--- config.mk ---
export PLATFORM = sky130hd
export DESIGN_NAME = nss_queue
export DESIGN_NICKNAME = d
export VERILOG_FILES = /design/src/rtl/core/nss_pkg.sv /design/src/rtl/core/nss_queue.sv
export SDC_FILE = /design/constraint.sdc
export NUM_CORES = 1
export LEC_CHECK = 0
export ABC_AREA = 1
export BUFFER_PORTS_ARGS = -buffer_cell sky130_fd_sc_hd__buf_2
export CAP_MARGIN = 10
export CORE_UTILIZATION = 56
export DETAILED_ROUTE_END_ITERATION = 10
export PLACE_DENSITY = 0.89
export SYNTH_ARGS = -nofsm -noshare
export SYNTH_HDL_FRONTEND = slang
export SYNTH_SLANG_ARGS = --single-unit
export TNS_END_PERCENT = 20
--- constraint.sdc ---
create_clock -name clk -period 8.6 [get_ports clk]
set_input_delay 0.43 -clock clk [delete_from_list [all_inputs] [get_ports clk]]
set_output_delay 0.43 -clock clk [all_outputs]
set_load 0.02 [all_outputs]
--- src/rtl/core/nss_pkg.sv ---
// Shared types and constants for the NCO sawtooth/sine generator.
// Used by the front end, the queue, the back end and the top level.
package nss_pkg;

  localparam logic [1:0] MODE_SAW  = 2'd0;
  localparam logic [1:0] MODE_SINE = 2'd1;
  localparam logic [1:0] MODE_PASS = 2'd2;

  localparam int unsigned PHASE_BITS  = 32;
  localparam int unsigned SAMPLE_BITS = 16;

  // Register indexes on the configuration port.
  localparam logic REG_MODE = 1'b0;
  localparam logic REG_FREQ = 1'b1;

  localparam logic [31:0] FREQ_RESET = 32'd8947848;

  // One frame handed from the front end to the back end.
  typedef struct packed {
    logic [1:0]                    mode;
    logic [PHASE_BITS-1:0]         phase;
    logic signed [SAMPLE_BITS-1:0] left;
    logic signed [SAMPLE_BITS-1:0] right;
    logic                          last;
  } nss_entry_t;

endpackage

--- src/rtl/core/nss_queue.sv ---
// Two-entry queue between the front end and the back end.
// Depends on nss_pkg for the entry type.
module nss_queue
  import nss_pkg::*;
(
  input  logic       clk,
  input  logic       rst,
  input  logic       push,
  input  nss_entry_t wdata,
  input  logic       pop,
  output nss_entry_t rdata,
  output logic       full,
  output logic       empty
);

  nss_entry_t slots [2];
  logic       wr_ptr;
  logic       rd_ptr;
  logic [1:0] count;

  assign full  = (count == 2'd2);
  assign empty = (count == 2'd0);
  assign rdata = slots[rd_ptr];

  always_ff @(posedge clk) begin
    if (push) begin
      slots[wr_ptr] <= wdata;
    end
  end

  always_ff @(posedge clk) begin
    if (rst) begin
      wr_ptr <= 1'b0;
      rd_ptr <= 1'b0;
      count  <= 2'd0;
    end else begin
      if (push) begin
        wr_ptr <= ~wr_ptr;
      end
      if (pop) begin
        rd_ptr <= ~rd_ptr;
      end
      case ({push, pop})
        2'b10:   count <= count + 2'd1;
        2'b01:   count <= count - 2'd1;
        default: count <= count;
      endcase
    end
  end

endmodule

Yosys cells after proc, flatten, opt, wreduce, memory -nomap -nowiden. Memories as Yosys holds them, arrays and structs flattened. A register that Yosys moved wholly into a read port is not among the register bits. Index checks and enable logic that the tools add are counted.

Register bits after elaboration: 4. Output and inout bits: 69. RAM bits: 134. Word-level logic and storage cells: 18. Memories kept: 1.

Add/subtract/negate cells: 2. Equality and inequality tests: 3. Bitwise gates (word level): 2. Mux-type cells: 5. Reduce and logical (&&, ||, !) cells: 2.

Memory list: slots (words 2, width 67, read ports 1, clocked after memory_dff 1, wr ports 1, RTL line nss_queue.sv:16) `nss_entry_t slots [2];`.

Operators by type and width (count): equality test 2 bit, second input constant (2); 2-to-1 mux 1 bit (4); one-hot mux 2 bit (2 select lines) (1); adder 2 x 1 -> 2 bit, second input constant (1); equality test 2 x 1 -> 1 bit, second input constant (1); logical NOT 2 bit (1); NOT 1 bit (2); nonzero test 2 bit (1); subtractor 2 x 1 -> 2 bit, second input constant (1).

Logic depth before layout (Yosys ltp).
Depth in word-level cells: 3. Mapped depth: 7. Gate-level depth less buffers: 7.

Worst setup path before layout. Ideal clock, no wire load.

Path kind: input-to-reg. From: in push. To: mem slots[0][0] (netlist name), enable pin. Setup time: 0.494 ns. Data arrival time: 3.299 ns. Required time: 8.106 ns. Slack: 4.807 ns. Path buffers: 0. Stages: 2. Cells stage by stage: inv_1 -> nor2_1.

Word-level cells in the longest chain between the ends: 2.

RTL lines: start, declared (RTL line nss_queue.sv:8) `input logic push,`; 2-to-1 mux 1 bit (RTL line nss_queue.sv:26) `if (push) begin`; 2-to-1 mux 1 bit (implied by the code) (RTL line nss_queue.sv:27) `slots[wr_ptr] <= wdata;`; end, declared (RTL line nss_queue.sv:16).

Every way passes these cells.

==> out/results.ini <==
[outcome]
status=complete, but fails checks
violations=DRC

[cells_and_area]
final_layout_size_suffix_gt1_frac=0.595
area_growth_pct=27.1
final_cells=515
fin_nets=466
diodes=0

[floorplanning]
initial_utilization=0.585
die_w_um=98.1
fp.dieH_um=98.1
dieArea_um2=9620
pin_count=140
core_um2=8850
num_rows=34

[detailed_routing]
drt_first_iter_violations=118
num_vias=2669
routed_wl_um=9050
routed-wl-met3_um=570
ant_nets=0
highest_layer=met5
wl_met1_um=3530
drc=9
wl_met2_um=4810
routed_via_density=5.18
drtPass1Iterations=7
avgRoutedWirePerCell_um=17.6

[synth]
synth_most_common_cell=edfxtp_1
synth.avg_cell_area_um2=21.5
yosysTopAreaCellShare=0.778
yosys_warnings=0
synth.distinct_cells=16
synthArstFlopShare=0
syn_inst=241
synthTopCellsByCount=edfxtp_1, mux2_2, mux2_4, nor2_1, inv_1
synth_area_um2=5170
synth_flop_cell=edfxtp_1
yosysTopAreaCell=edfxtp_1
synth_nets=313
ys_seq_area_frac=0.797
synthTopCellsByArea=edfxtp_1, mux2_4, mux2_2
synth_edf_count=134
ys_ff_latch=139

[place]
gp_congestion=0.670
hpwl_um=5540
dp_cells=483
numPortBuffers=139

[hold_path]
hp-class=input pin to register
hold_depth=1

[sta]
setup_tns_ns=0
setup_viol=0
drv_slew=0
period_share=0.306
max_freq_mhz=380
tightest_slew_ns=1.05
slew_headroom=0.299
period_needed_ns=2.63
timing_hold_violations_final=0
clock_skew_ns=0.00798
hold_slack_ns=0.113
rsz0062_at_grt=false

[pwr]
power.leakage_nw=2.58
power.ir.vdd_worst_mv=0.196
powerDensity_nw_per_um2=260

[clock_network]
cts_tree=built
path_clk_slew_ns=0.06
postCtsSetupBuffers=0
root_buffer=clkbuf_8
cts_sinks=139
numCtsBuffers=17
clkLatencyLatePin_ns=0.50
cts_hold_buffers=0
ctsHtreeMaxLevel=4
cts_buffer_depth=2
post_cts_resized=0

[worst_setup_path]
path_class=register to output pin
startpoint_type=register
rr_worst_depth=2
ff2ff_setup_slack_ns=6.53
required_ns=8.17
r2r-start=wr_ptr
cpPeakStageDelay_ns=1.00
reg2reg_to=slots[0][34]
path_cells=mux2_2 -> buf_2
critPathBufInv=1
arrival_ns=2.20
crit_slowest_cell=dfxtp_4
crit_cells=2
cp-endpoint=rdata[7]
endpoint_kind=output pin
path_max_fanout=67
crit_family=flip-flops

[global_routing]
grt_pass1_vias=2792
grtUsageTotal=0.198
grt.overflow.total=0
grt_antenna_before_repair=1
grt_max_degree=68
grt_pass1_wl_um=13700

[flow_run]
maxCapViolCount=0

-- stage by stage --
stage / setup WS, ns / cell area, µm² / util / total power, mW
after global placement: 6.35 / 5970 / 0.675 / 0.988
after detailed placement: 6.27 / 5970 / 0.675 / 0.995
final: 5.97 / 6570 / 0.743 / 1.71
after floorplan: 4.81 / 5170 / - / 0.933
after global routing: 5.86 / 6570 / 0.743 / 1.76
after CTS: 5.95 / 6570 / 0.743 / 1.72
-- per-layer routing --
metal / GRT usage / up-vias
met4: 0.0734 / 2
met3: 0.0752 / 13
li1: - / 1247
met2: 0.338 / 109
met5: 0 / -
met1: 0.228 / 1298
-- power by group --
part	total (mW)	internal (mW)	switching [mW]
Sequential	0.808	0.784	0.0241
Combinational	0.173	0.0795	0.0939
Clock	0.725	0.447	0.278
Total	1.71	1.31	0.396
-- registers in the layout, summed over array words and instances, names as in the netlist, named ones only --
register and cells:
slots 134, count 2, wr_ptr 1, rd_ptr 1
-- layout make-up --
type,count,area (µm²)
fillers,563,2270
flip-flops and latches,139,4130
clock inverters,15,186
multi-input cells,88,973
clock buffers,17,414
repair buffers,141,711
well taps,108,135
inverters,7,26.3
-- kinds of logic (layout without fill, tap and decap cells) --
kind of cell	Yosys count	count (layout)	share of synthesized area
simple gates	17	17	0.0131
flops	139	139	0.797
mux	67	67	0.168
xor+xnor	1	1	0.00169
fa+ha+maj	1	1	0.00242
buf+inv	14	180	0.0160
compound gates	2	2	0.00193
-- worst register-to-register path, cell delays in order (launching register included) --
cell and delay (ns):
dfxtp_1 0.34, nor2_4 0.76, buf_4 0.58
-- layout by cell type (no fill, tap or decap) --
| cell type | instances |
|---|---|
| edfxtp_1 | 134 |
| buf_2 | 139 |
| o21ai_0 | 1 |
| clkinvlp_4 | 3 |
| ha_1 | 1 |
| xnor2_1 | 1 |
| nand2_1 | 5 |
| mux2_4 | 30 |
| nor2_1 | 9 |
| inv_2 | 1 |
| dfxtp_4 | 1 |
| nor2_4 | 1 |
| dfxtp_1 | 4 |
| a21oi_1 | 1 |
| clkinv_1 | 1 |
| buf_4 | 2 |
| nor3_1 | 1 |
| inv_6 | 6 |
| nand4_1 | 1 |
| clkbuf_8 | 1 |
| inv_1 | 6 |
| clkinv_4 | 2 |
| mux2_2 | 37 |
| clkbuf_16 | 16 |
| bufinv_16 | 3 |
-- worst min-delay path by stage --
| stage | slack [ns] | from | to |
|---|---|---|---|
| floorplan | 0.48 | rd_ptr | register |
| global placement | 0.49 | rd_ptr | register |
| detailed placement | 0.52 | rd_ptr | register |
| CTS | 0.09 | wdata[50] | slots[0][50] |
| global route | 0.08 | wdata[50] | slots[1][50] |
| finish | 0.11 | wdata[25] | slots[1][25] |
Note: power is estimated with default switching activity, not from simulation.
