$ cat src/rtl/core/nss_pkg.sv
// Shared types and constants for the NCO sawtooth/sine generator.
// Used by the front end, the queue, the back end and the top level.
package nss_pkg;

  localparam logic [1:0] MODE_SAW  = 2'd0;
  localparam logic [1:0] MODE_SINE = 2'd1;
  localparam logic [1:0] MODE_PASS = 2'd2;

  localparam int unsigned PHASE_BITS  = 32;
  localparam int unsigned SAMPLE_BITS = 16;

  // Register indexes on the configuration port.
  localparam logic REG_MODE = 1'b0;
  localparam logic REG_FREQ = 1'b1;

  localparam logic [31:0] FREQ_RESET = 32'd8947848;

  // One frame handed from the front end to the back end.
  typedef struct packed {
    logic [1:0]                    mode;
    logic [PHASE_BITS-1:0]         phase;
    logic signed [SAMPLE_BITS-1:0] left;
    logic signed [SAMPLE_BITS-1:0] right;
    logic                          last;
  } nss_entry_t;

endpackage

$ cat src/rtl/core/nss_front.sv
// Front end: configuration registers, phase accumulator and input acceptance.
// Depends on nss_pkg; feeds nss_queue.
module nss_front
  import nss_pkg::*;
(
  input  logic        clk,
  input  logic        rst,
  // Configuration port
  input  logic        psel,
  input  logic        penable,
  input  logic        pwrite,
  input  logic [2:0]  paddr,
  input  logic [31:0] pwdata,
  output logic [31:0] prdata,
  output logic        pready,
  // Input stream
  input  logic        s_axis_tvalid,
  output logic        s_axis_tready,
  input  logic [31:0] s_axis_tdata,  // left_in [15:0], right_in [31:16]
  input  logic        s_axis_tlast,  // buffer_end_in
  // Queue write side
  input  logic        q_full,
  output logic        q_push,
  output nss_entry_t  q_wdata
);

  logic [1:0]            mode;
  logic [31:0]           freq;
  logic [PHASE_BITS-1:0] phase;
  logic                  cfg_wr;

  assign pready = 1'b1;
  assign cfg_wr = psel & penable & pwrite & pready;

  always_comb begin
    case (paddr[2])
      REG_MODE: prdata = {30'd0, mode};
      default:  prdata = freq;
    endcase
  end

  always_ff @(posedge clk) begin
    if (rst) begin
      mode <= MODE_SAW;
      freq <= FREQ_RESET;
    end else if (cfg_wr) begin
      if (paddr[2] == REG_MODE) begin
        mode <= pwdata[1:0];
      end else begin
        freq <= pwdata;
      end
    end
  end

  assign s_axis_tready = ~q_full;
  assign q_push        = s_axis_tvalid & s_axis_tready;

  always_comb begin
    q_wdata.mode  = mode;
    q_wdata.phase = phase;
    q_wdata.left  = s_axis_tdata[15:0];
    q_wdata.right = s_axis_tdata[31:16];
    q_wdata.last  = s_axis_tlast;
  end

  // Passthrough frames leave the oscillator where it is.
  always_ff @(posedge clk) begin
    if (rst) begin
      phase <= '0;
    end else if (q_push && mode != MODE_PASS) begin
      phase <= phase + freq;
    end
  end

endmodule

$ cat config.mk
export PLATFORM = sky130hd
export DESIGN_NAME = nss_front
export DESIGN_NICKNAME = d
export VERILOG_FILES = /design/src/rtl/core/nss_pkg.sv /design/src/rtl/core/nss_front.sv
export SDC_FILE = /design/constraint.sdc
export NUM_CORES = 1
export LEC_CHECK = 0
export BUFFER_PORTS_ARGS = -buffer_cell sky130_fd_sc_hd__buf_2
export CORE_MARGIN = 3
export CORE_UTILIZATION = 35
export CTS_CLUSTER_SIZE = 28
export DETAILED_ROUTE_END_ITERATION = 8
export PLACE_DENSITY = 0.58
export SYNTH_ARGS = -nofsm -noshare
export SYNTH_HDL_FRONTEND = slang
export SYNTH_SLANG_ARGS = --single-unit
$ cat constraint.sdc
create_clock -name clk -period 3.1 [get_ports clk]
set_input_delay 0.62 -clock clk [delete_from_list [all_inputs] [get_ports clk]]
set_output_delay 0.62 -clock clk [all_outputs]
set_load 0.1 [all_outputs]
### After elaboration in Yosys (flattened, before gate mapping)

Cells that the tools add are included.

| storage, ports and cells | value |
|---|---|
| register bits | 66 |
| input port bits | 75 |
| output and inout port bits | 102 |
| logic and storage cells | 14 |

| cells by class | value |
|---|---|
| $add $sub $neg | 1 |
| eq/ne operators | 1 |
| mux-type cells | 1 |
| bitwise gates (word level) | 5 |
| reductions and logical operators | 3 |

Operators by type and width:

| cell | number |
|---|---|
| 32-bit adder | 1 |
| 32-bit 2-to-1 mux | 1 |
| 2-bit AND reduction | 2 |
| 1-bit bitwise AND | 3 |
| 2-bit inequality test (second input constant) | 1 |
| 1-bit inverter | 2 |
| 1-bit logical AND | 1 |

### Logic depth before layout (Yosys ltp)

Gate-level depths: netlist (run 1).

| depth | value |
|---|---|
| word-level depth | 3 |
| depth in mapped cells | 10 |
| gate-level depth less buffers | 10 |

### Least setup slack after synthesis (run 1)

No wires, ideal clock.

| timing path | value |
|---|---|
| path kind | register to output |
| start point | reg mode[1] |
| end point | out prdata[1] |
| arrival time | 3.257 ns |
| required time | 2.480 ns |
| setup slack | -0.777 ns |
| cell stages (with the launch flop) | 3 |
| path buffers | 0 |
| cells stage by stage | dfxtp_1 -> inv_1 -> o21ai_0 |

| on the way | value |
|---|---|
| longest elaborated chain between the ends | 1 |

Ends and longest elaborated chain:

| element | RTL line | source |
|---|---|---|
| from (decl) | nss_front.sv:27 | `logic [1:0] mode;` |
| from (signal assigned) | nss_front.sv:48 | `mode <= pwdata[1:0];` |
| 32-bit 2-to-1 mux | nss_front.sv:36 | `case (paddr[2])` |
| to (decl) | nss_front.sv:14 | `output logic [31:0] prdata,` |

Every way passes these cells.

### Worst setup path after layout (run 1)

| timing path | value |
|---|---|
| start point | reg phase[0] |
| end point | reg phase[26] |

| on the way | value |
|---|---|
| longest elaborated chain between the ends | 1 |

Ends and longest elaborated chain:

| element | RTL line | source |
|---|---|---|
| from (decl) | nss_front.sv:29 | `logic [PHASE_BITS-1:0] phase;` |
| from (signal assigned) | nss_front.sv:71 | `phase <= phase + freq;` |
| 32-bit adder | nss_front.sv:71 |  |

Every way passes these cells.
A chain may end at the register's enable or synchronous reset.

==> flow_summary.toml, run 1 <==
[run_status]
status = "completed"

[cts]
cts_setup_buffers = 0
cts_buffer_depth = 2
hold_buffers = 0
clk_pin_slew_ns = 0.06
cts_resized = 0
clk_latency_ns = 0.34
cts_tree = "done"
cts_buffers = 9
numClockSinks = 66
htreeDepth = 3
clockRootBuffer = "clkbuf_16"

[timing]
skew_ns = 0.007862
worst_slew_pin_slew_ns = 0.6036
slew_violations = 0
period_minus_slack_ns = 2.812
rsz0062_at_grt = "false"
timing.fmax_mhz = 355.7
relSlewSlack_pct = 59.72
fin_crit_sh_pct = 90.70
hold_viol_final = 0
setup_viol = 0

[synthesis]
synth_ff_type = "dfxtp_1"
synth_cell_types = 54
synth_warnings = 0
synth_most_common_cell = "nand2_1"
synth_largest_area_cell = "dfxtp_1"
postSynthAreaPerCell_um2 = 7.445
async_flop_share_pct = 0
syn_nets = 708
synth_top_area_share_pct = 29.53
synth_seq_cells = 66
synth_commonest_cells = "135 x nand2_1, 84 x a21oi_1, 66 x dfxtp_1"
synth_area_um2 = 4474
ys_seq_area_share_pct = 29.53
synth-edff-count = 0
synth.top_cells.by_area = "dfxtp_1 30%, nand2_1 11%, a21oi_1 9.4%"
syn_inst = 601

[critical_path]
path_buf_inv = 0
worstPathArrival_ns = 3.03
r2r_start = "phase[0]"
crit_top_cell = "o21ai_1"
start_kind = "flip-flop"
critPathMaxFanout = 4
crit_cells = 10
path_cells = "ha_1 > fa_1 > a21o_1 > a41o_1 > nor4_4 > nor4_2 > o21ai_1 > o21ba_1 > xor2_1 > o21ai_1"
slowest_delay_ns = 0.42
critPathTopFamily = "compound AO/OA/AOI/OAI gates"
critical_path_class = "reg2reg"
crit_path_top_delay_cell = "fa_1"
required_ns = 3.32
reg2reg_depth = 10
crit_path_end_kind = "flip-flop"
r2r_slack_ns = 0.29
r2r-end = "phase[26]"

[power_and_ir_drop]
total_power_mw = 2.490
ir_drop_v = 0.0002352
p_sw_mw = 0.7441
sw_frac_of_total_pct = 29.89
p_leak_nw = 2.404
p_int_mw = 1.745
p_seq_share_pct = 36.0
pwr-share-clk_pct = 46.5
p_comb_share_pct = 17.5
power_density_nw_per_um2 = 474.5

[floorplanning]
row_count = 40
start_util_pct = 36.49
die-area_um2 = 14180
die_h_um = 119.1
die_w_um = 119.1
coreArea_um2 = 12260
ios = 177

[global_routing]
grt_pass1_wl_mm = 20.69
antenna_found_initial = 0
gr-usage-all-layers_pct = 17.83
grt_max_degree = 37
grt_overflow_total = 0
grt_pass1_vias = 4083

[finish]
area_delta_synth_final_pct = 17.25
drive_above_1_share_pct = 20.93
utilization_pct = 42.79
instances_no_fill = 837
fin_nets = 771
antenna_cells = 0

[place]
portBuffers = 107
dp_cells = 821
place.gp.congestion = 0.8792
dpl.hpwl_mm = 9.636

[flow_run]
maxCapViolCount = 0

[drt]
drt_iter0_drc = 242
antenna_left = 0
drcViolationCount = 0
routedWlPerCell_um = 15.25
dr.pass1.iters = 4
num_vias = 4347
avgViaCountPerCell = 5.194
routed_wl_mm = 12.76

[hold_path]
worstHoldStart = "phase[5]"
min_path_cells = 2
worstHoldPathType = "reg2reg"
worstHoldEndpoint = "phase[5]"
[layer usage]
metal | share of wire (%) | global-route usage, % | vias to the layer above
li1 | - | - | 2192
met1 | 46 | 23.50 | 2004
met2 | 46 | 28.51 | 127
met3 | 6.4 | 4.131 | 24
met4 | 1.6 | 6.372 | 0
met5 | 0 | 0 | -
[cells by family after synthesis]
logic type                 Yosys count  synth area share (%)
adders and majority gates           32                 9.116
DFF                                 66                 29.53
buffers and inverters               71                 9.060
other                                1               0.08381
AOI/OAI and AO/OA                  164                 21.67
xor gates and xnor gates            20                 3.915
and+or+nand+nor                    243                 25.70
muxes                                4                0.9228
[worst min-delay path, delay by kind of cell (launching register included)]
kind             cells  cell delay [ns]
AO/OA/AOI/OAI        1             0.05
flip-flops           1             0.32
AND/OR/NAND/NOR      1             0.06
[worst max-delay path by stage]
| stage | start | end |
|---|---|---|
| floorplan | mode[1] | prdata[1] |
| global placement | phase[0] | phase[26] |
| detailed placement | phase[0] | phase[26] |
| CTS | phase[0] | phase[26] |
| global route | phase[0] | phase[26] |
| finish | phase[0] | phase[26] |
[power groups by stage]
stage / clock network [mW] / registers, mW / logic [mW]
floorplan: 0 / 1.00 / 0.446
global placement: 0 / 0.913 / 0.433
detailed placement: 0 / 0.913 / 0.437
CTS: 1.17 / 0.895 / 0.438
global route: 1.22 / 0.898 / 0.465
finish: 1.16 / 0.895 / 0.437
[metrics by stage]
step                setup TNS (ns)  hold slack [ns]  cell area, um^2  worst slack (ns)
global placement                 0           0.4594             4907            0.3580
floorplan                 -0.02367           0.4484             4477          -0.02367
detailed placement               0           0.4656             4907            0.3367
finish                           0           0.4721             5246            0.2883
CTS                              0           0.4736             5246            0.3019
global route                     0           0.4937             5246            0.1375
[sequential cells by signal, indices dropped and copies added (netlist names)]
| name | flops |
|---|---|
| freq | 32 |
| phase | 32 |
| mode | 2 |
[layout make-up]
class,count,area (um^2)
flip-flops and latches,66,1321
multi-input cells,464,2754
fillers,1270,7015
well taps,168,210.2
inverters,9,33.78
clock buffers,12,266.5
clock inverters,4,72.57
repair buffers,114,588.1
[cells in the final DEF (no fill, tap or decap), types with 6 or more instances in the layout]
cell,Yosys,routed
xnor2_1,15,15
o21ai_0,16,14
and2_1,32,32
inv_1,9,9
a21o_1,13,13
clkbuf_16,0,9
dfxtp_1,66,66
o211ai_1,6,6
o21ai_1,9,10
a21oi_1,84,84
nor3_1,6,6
a31oi_1,7,7
nand3_1,20,20
nand2_1,135,135
nor2_1,17,17
buf_2,0,107
buf_4,35,7
ha_1,31,31
(Power assumes the default switching activity.)
==> inputs of run 2 (changes only) <==
- CORE_UTILIZATION: 35 -> 50
- HOLD_SLACK_MARGIN: unset -> 0.02
- PLACE_DENSITY: 0.58 -> 0.79
- clock period: 3.1 -> 2.9 ns (I/O delays scaled with it)
==> flow_summary.toml, run 2 (synthesis gave the netlist of run 1 again) <==
[run_status]
status = "completed"

[finish]
area_delta_synth_final_pct = 12.39
num-fill-cells = 779
utilization_pct = 59.41
antenna_cells = 0
fin_nets = 771
reg.largest.list = "freq (32), phase (32), mode (2)"
mostFrequentLayoutCells = "135 x nand2_1, 107 x buf_2, 84 x a21oi_1"
seq_area_um2 = 1328
multi_input_area_um2 = 2763
final_common_cell = "nand2_1"
drive_above_1_share_pct = 21.56

[cts]
htreeDepth = 3
cts_setup_buffers = 0
cts_resized = 0
clk_pin_slew_ns = 0.07
clockRootBuffer = "clkbuf_8"
numClockSinks = 66
hold_buffers = 0
clk_latency_ns = 0.35
cts_buffers = 9
cts_tree = "done"
cts_buffer_depth = 2

[drt]
num_vias = 4404
dr.pass1.iters = 5
routedWlPerCell_um = 15.29
routed_wl_mm = 11.82
drt_iter0_drc = 202
avgViaCountPerCell = 5.697
antenna_left = 0
drcViolationCount = 0

[timing]
timing.hold.ws_ns = 0.4442
timing.fmax_mhz = 357.3
setup_viol = 0
period_minus_slack_ns = 2.799
worst_slew_pin_slew_ns = 0.7848
relSlewSlack_pct = 47.67
fin_crit_sh_pct = 96.52
skew_ns = 0.01150
hold_viol_final = 0
rsz0062_at_grt = "false"
slew_violations = 0
setup_ws_ns = 0.1009
fin_tns_setup_ns = 0

[power_and_ir_drop]
p_sw_mw = 0.7170
pwr-share-clk_pct = 34.7
ir_drop_v = 0.0002302
total_power_mw = 2.175
p_leak_nw = 2.336
p_seq_share_pct = 43.9
p_int_mw = 1.458
sw_frac_of_total_pct = 32.96
p_comb_share_pct = 21.4
power_density_nw_per_um2 = 432.5

[floorplanning]
row_count = 33
ios = 177
start_util_pct = 52.86
die-area_um2 = 10120
coreArea_um2 = 8464
die_w_um = 100.6
die_h_um = 100.6

[place]
portBuffers = 107
place.gp.congestion = 0.9108
dp_slack_ns = 0.1987
dpl.hpwl_mm = 8.939

[global_routing]
grt_overflow_total = 0
antenna_found_initial = 0
grt_pass1_wl_mm = 19.81
gr-usage-all-layers_pct = 23.85
grt_max_degree = 37
grt_pass1_vias = 4267

[critical_path]
critPathMaxFanout = 4
worstPathArrival_ns = 3.03
crit_path_end_kind = "flip-flop"
start_kind = "flip-flop"
r2r_slack_ns = 0.10
critical_path_class = "reg2reg"
required_ns = 3.13

[flow_run]
maxCapViolCount = 0

[hold_path]
worstHoldPathType = "in2reg"
[run 2: cell count changes in the layout (fill, tap and decap cells not counted), sizes merged]
cell	previous run	this run
clkinvlp	1	0
clkinv	1	2
bufinv	2	1
[run 2: area by class of cell]
type | count | area share, %
Multi-Input combinational cell | 464 | 54.94
Clock buffer | 12 | 2.886
Sequential cell | 66 | 26.40
Tap cell | 105 | 2.613
Inverter | 9 | 0.6718
Timing Repair Buffer | 114 | 11.69
Clock inverter | 3 | 0.7962
[run 2: path summary, 6_finish.rpt]
path         depth (start not counted)       start   endpoint
max                                 10    phase[0]  phase[24]
min                                  3  pwdata[11]   freq[11]
max reg2reg                         10    phase[0]  phase[24]
min reg2reg                          2    phase[4]   phase[4]
[run 2: worst max-delay path, cell delays in order (launching register included)]
cell and delay [ns]:
dfxtp_2 0.33, ha_1 0.23, fa_1 0.43, a21o_1 0.24, a41o_1 0.29, nor4_4 0.34
nor4_2 0.11, o21ai_1 0.31, a21oi_1 0.15, mux2i_1 0.19, nand2_1 0.08
[run 2: per-layer routing]
layer / vias up / global-route usage (%) / part of all wire (%)
met4: 0 / 7.979 / 2.1
met1: 2023 / 30.49 / 43
li1: 2192 / - / -
met3: 40 / 5.190 / 7.4
met5: - / 0 / 0
met2: 149 / 39.75 / 47
[run 2: metrics by stage]
step,instances,area [um^2]
after floorplan,601,4487
after global placement,758,4838
final,773,5029
after detailed placement,758,4838
after global routing,773,5029
after CTS,773,5024
[run 2: power by group through the flow]
stage | Sequential [mW] | Combinational, mW | Clock (mW)
global route | 0.959 | 0.497 | 0.804
floorplan | 1.07 | 0.477 | 0
detailed placement | 0.976 | 0.462 | 0
CTS | 0.955 | 0.464 | 0.766
global placement | 0.975 | 0.456 | 0
finish | 0.956 | 0.464 | 0.755
==> inputs of run 3 (changes only) <==
==> constraint.sdc (replaced) <==
create_clock -name clk -period 2.9 [get_ports clk]
set_input_delay 0.58 -clock clk [delete_from_list [all_inputs] [get_ports clk]]
set_output_delay 0.58 -clock clk [all_outputs]
set_load 0.01 [all_outputs]
==> flow_summary.toml, run 3 (synthesis gave the netlist of run 1 again) <==
[drt]
avgViaCountPerCell = 5.770
dr.pass1.iters = 6
routed_wl_mm = 11.89
antenna_left = 0
num_vias = 4466
routedWlPerCell_um = 15.36
drt_iter0_drc = 251
drcViolationCount = 0

[critical_path]
critical_path_class = "reg2reg"
critPathMaxFanout = 4
r2r-end = "phase[26]"
path_buf_inv = 0
critPathTopFamily = "compound AO/OA/AOI/OAI gates"
worstPathArrival_ns = 2.95
crit_path_top_delay_cell = "fa_1"
r2r_slack_ns = 0.18
slowest_delay_ns = 0.42
r2r_start = "phase[0]"
crit_path_end_kind = "flip-flop"
required_ns = 3.13
reg2reg_depth = 10
path_cells = "ha_1 > fa_1 > a21o_1 > a41o_1 > nor4_4 > nor4_2 > o21ai_2 > o21ba_1 > xor2_1 > o21ai_1"
start_kind = "flip-flop"

[place]
dpl.hpwl_mm = 8.886
place.gp.congestion = 0.8934
dp_cells = 759
portBuffers = 107
dp_slack_ns = 0.07022

[finish]
mostFrequentLayoutCells = "135 x nand2_1, 107 x buf_2, 84 x a21oi_1"
reg.largest.list = "freq (32), phase (32), mode (2)"
area_delta_synth_final_pct = 11.61
antenna_cells = 0
multi_input_area_um2 = 2760
instances_no_fill = 774
final_common_cell = "nand2_1"
num-fill-cells = 751
fin_nets = 772
drive_above_1_share_pct = 20.78
seq_area_um2 = 1321

[power_and_ir_drop]
power_density_nw_per_um2 = 377.0
sw_frac_of_total_pct = 28.55
total_power_mw = 1.882
p_int_mw = 1.345
p_seq_share_pct = 50.7
p_comb_share_pct = 14.9
p_sw_mw = 0.5375
ir_drop_v = 0.0002029
p_leak_nw = 2.321
pwr-share-clk_pct = 34.3

[timing]
slew_violations = 0
hold_viol_final = 0
relSlewSlack_pct = 41.35
timing.fmax_mhz = 367.3
rsz0062_at_grt = "false"
timing.hold.ws_ns = 0.4332
fin_tns_setup_ns = 0
setup_viol = 0
fin_crit_sh_pct = 93.89
setup_ws_ns = 0.1771
worst_slew_pin_slew_ns = 0.8797
period_minus_slack_ns = 2.723
skew_ns = 0.007358

[global_routing]
gr-usage-all-layers_pct = 23.59
grt_max_degree = 33
grt_overflow_total = 0
grt_pass1_vias = 4254
grt_pass1_wl_mm = 19.64
antenna_found_initial = 0

[floorplanning]
die_h_um = 100.6
coreArea_um2 = 8464
die-area_um2 = 10120
row_count = 33
die_w_um = 100.6
ios = 177
start_util_pct = 52.86

[cts]
cts_buffer_depth = 2
clockRootBuffer = "clkbuf_8"
cts_setup_buffers = 0
cts_buffers = 9
numClockSinks = 66
clk_latency_ns = 0.35
cts_tree = "done"
cts_resized = 0
hold_buffers = 0
htreeDepth = 3
clk_pin_slew_ns = 0.07

[hold_path]
min_path_cells = 3
worstHoldEndpoint = "freq[7]"
worstHoldPathType = "in2reg"
worstHoldStart = "pwdata[7]"

[flow_run]
maxCapViolCount = 0

[run_status]
status = "completed"
-- run 3: changes by cell type in the layout (fill, tap and decap cells not counted) --
cell,delta
nor2b_2,-1
dfxtp_1,+5
dfxtp_2,-5
clkinv_2,+2
bufinv_16,-1
buf_4,+1
o21ai_1,-1
o21ai_0,+1
nor2b_1,+1
clkbuf_8,-1
-- run 3: tightest hold or removal path: cells and delay by family --
kind          cells  cell delay [ns]
simple gates      2             0.10
buf+inv           1             0.07
-- run 3: layout make-up --
| type | count | area share, % |
|---|---|---|
| Clock buffer | 11 | 2.631 |
| Clock inverter | 4 | 0.4009 |
| Inverter | 9 | 0.6765 |
| Multi-Input combinational cell | 464 | 55.27 |
| Sequential cell | 66 | 26.46 |
| Tap cell | 105 | 2.631 |
| Timing Repair Buffer | 115 | 11.93 |
-- run 3: worst max-delay path by stage --
stage | from | end | slack, ns | cells past startpoint
finish | phase[0] | phase[26] | 0.18 | 10
global route | phase[0] | phase[30] | 0.03 | 10
CTS | phase[0] | phase[26] | 0.05 | 10
detailed placement | phase[0] | phase[26] | 0.07 | 10
global placement | phase[0] | phase[26] | 0.20 | 10
floorplan | phase[0] | phase[30] | 0.36 | 10
-- run 3: power groups by stage --
| stage | sequential [mW] | combinational (mW) | clock [mW] |
|---|---|---|---|
| after CTS | 0.955 | 0.279 | 0.653 |
| after floorplan | 0.975 | 0.224 | 0 |
| after global routing | 0.958 | 0.312 | 0.703 |
| final | 0.955 | 0.281 | 0.646 |
| after detailed placement | 0.975 | 0.278 | 0 |
| after global placement | 0.974 | 0.271 | 0 |
-- run 3: layer usage --
layer | vias to the layer above | track usage (%) | share of wire [%]
met3 | 40 | 4.498 | 7.5
li1 | 2191 | - | -
met4 | 0 | 10.36 | 2.6
met2 | 171 | 37.32 | 46
met5 | - | 0 | 0
met1 | 2064 | 31.18 | 44
-- run 3: stage by stage --
stage | cell area, um^2 | utilization, %
floorplan | 4474 | -
global placement | 4833 | 57.10
detailed placement | 4833 | 57.10
CTS | 4985 | 58.89
global route | 4994 | 58.99
finish | 4994 | 58.99
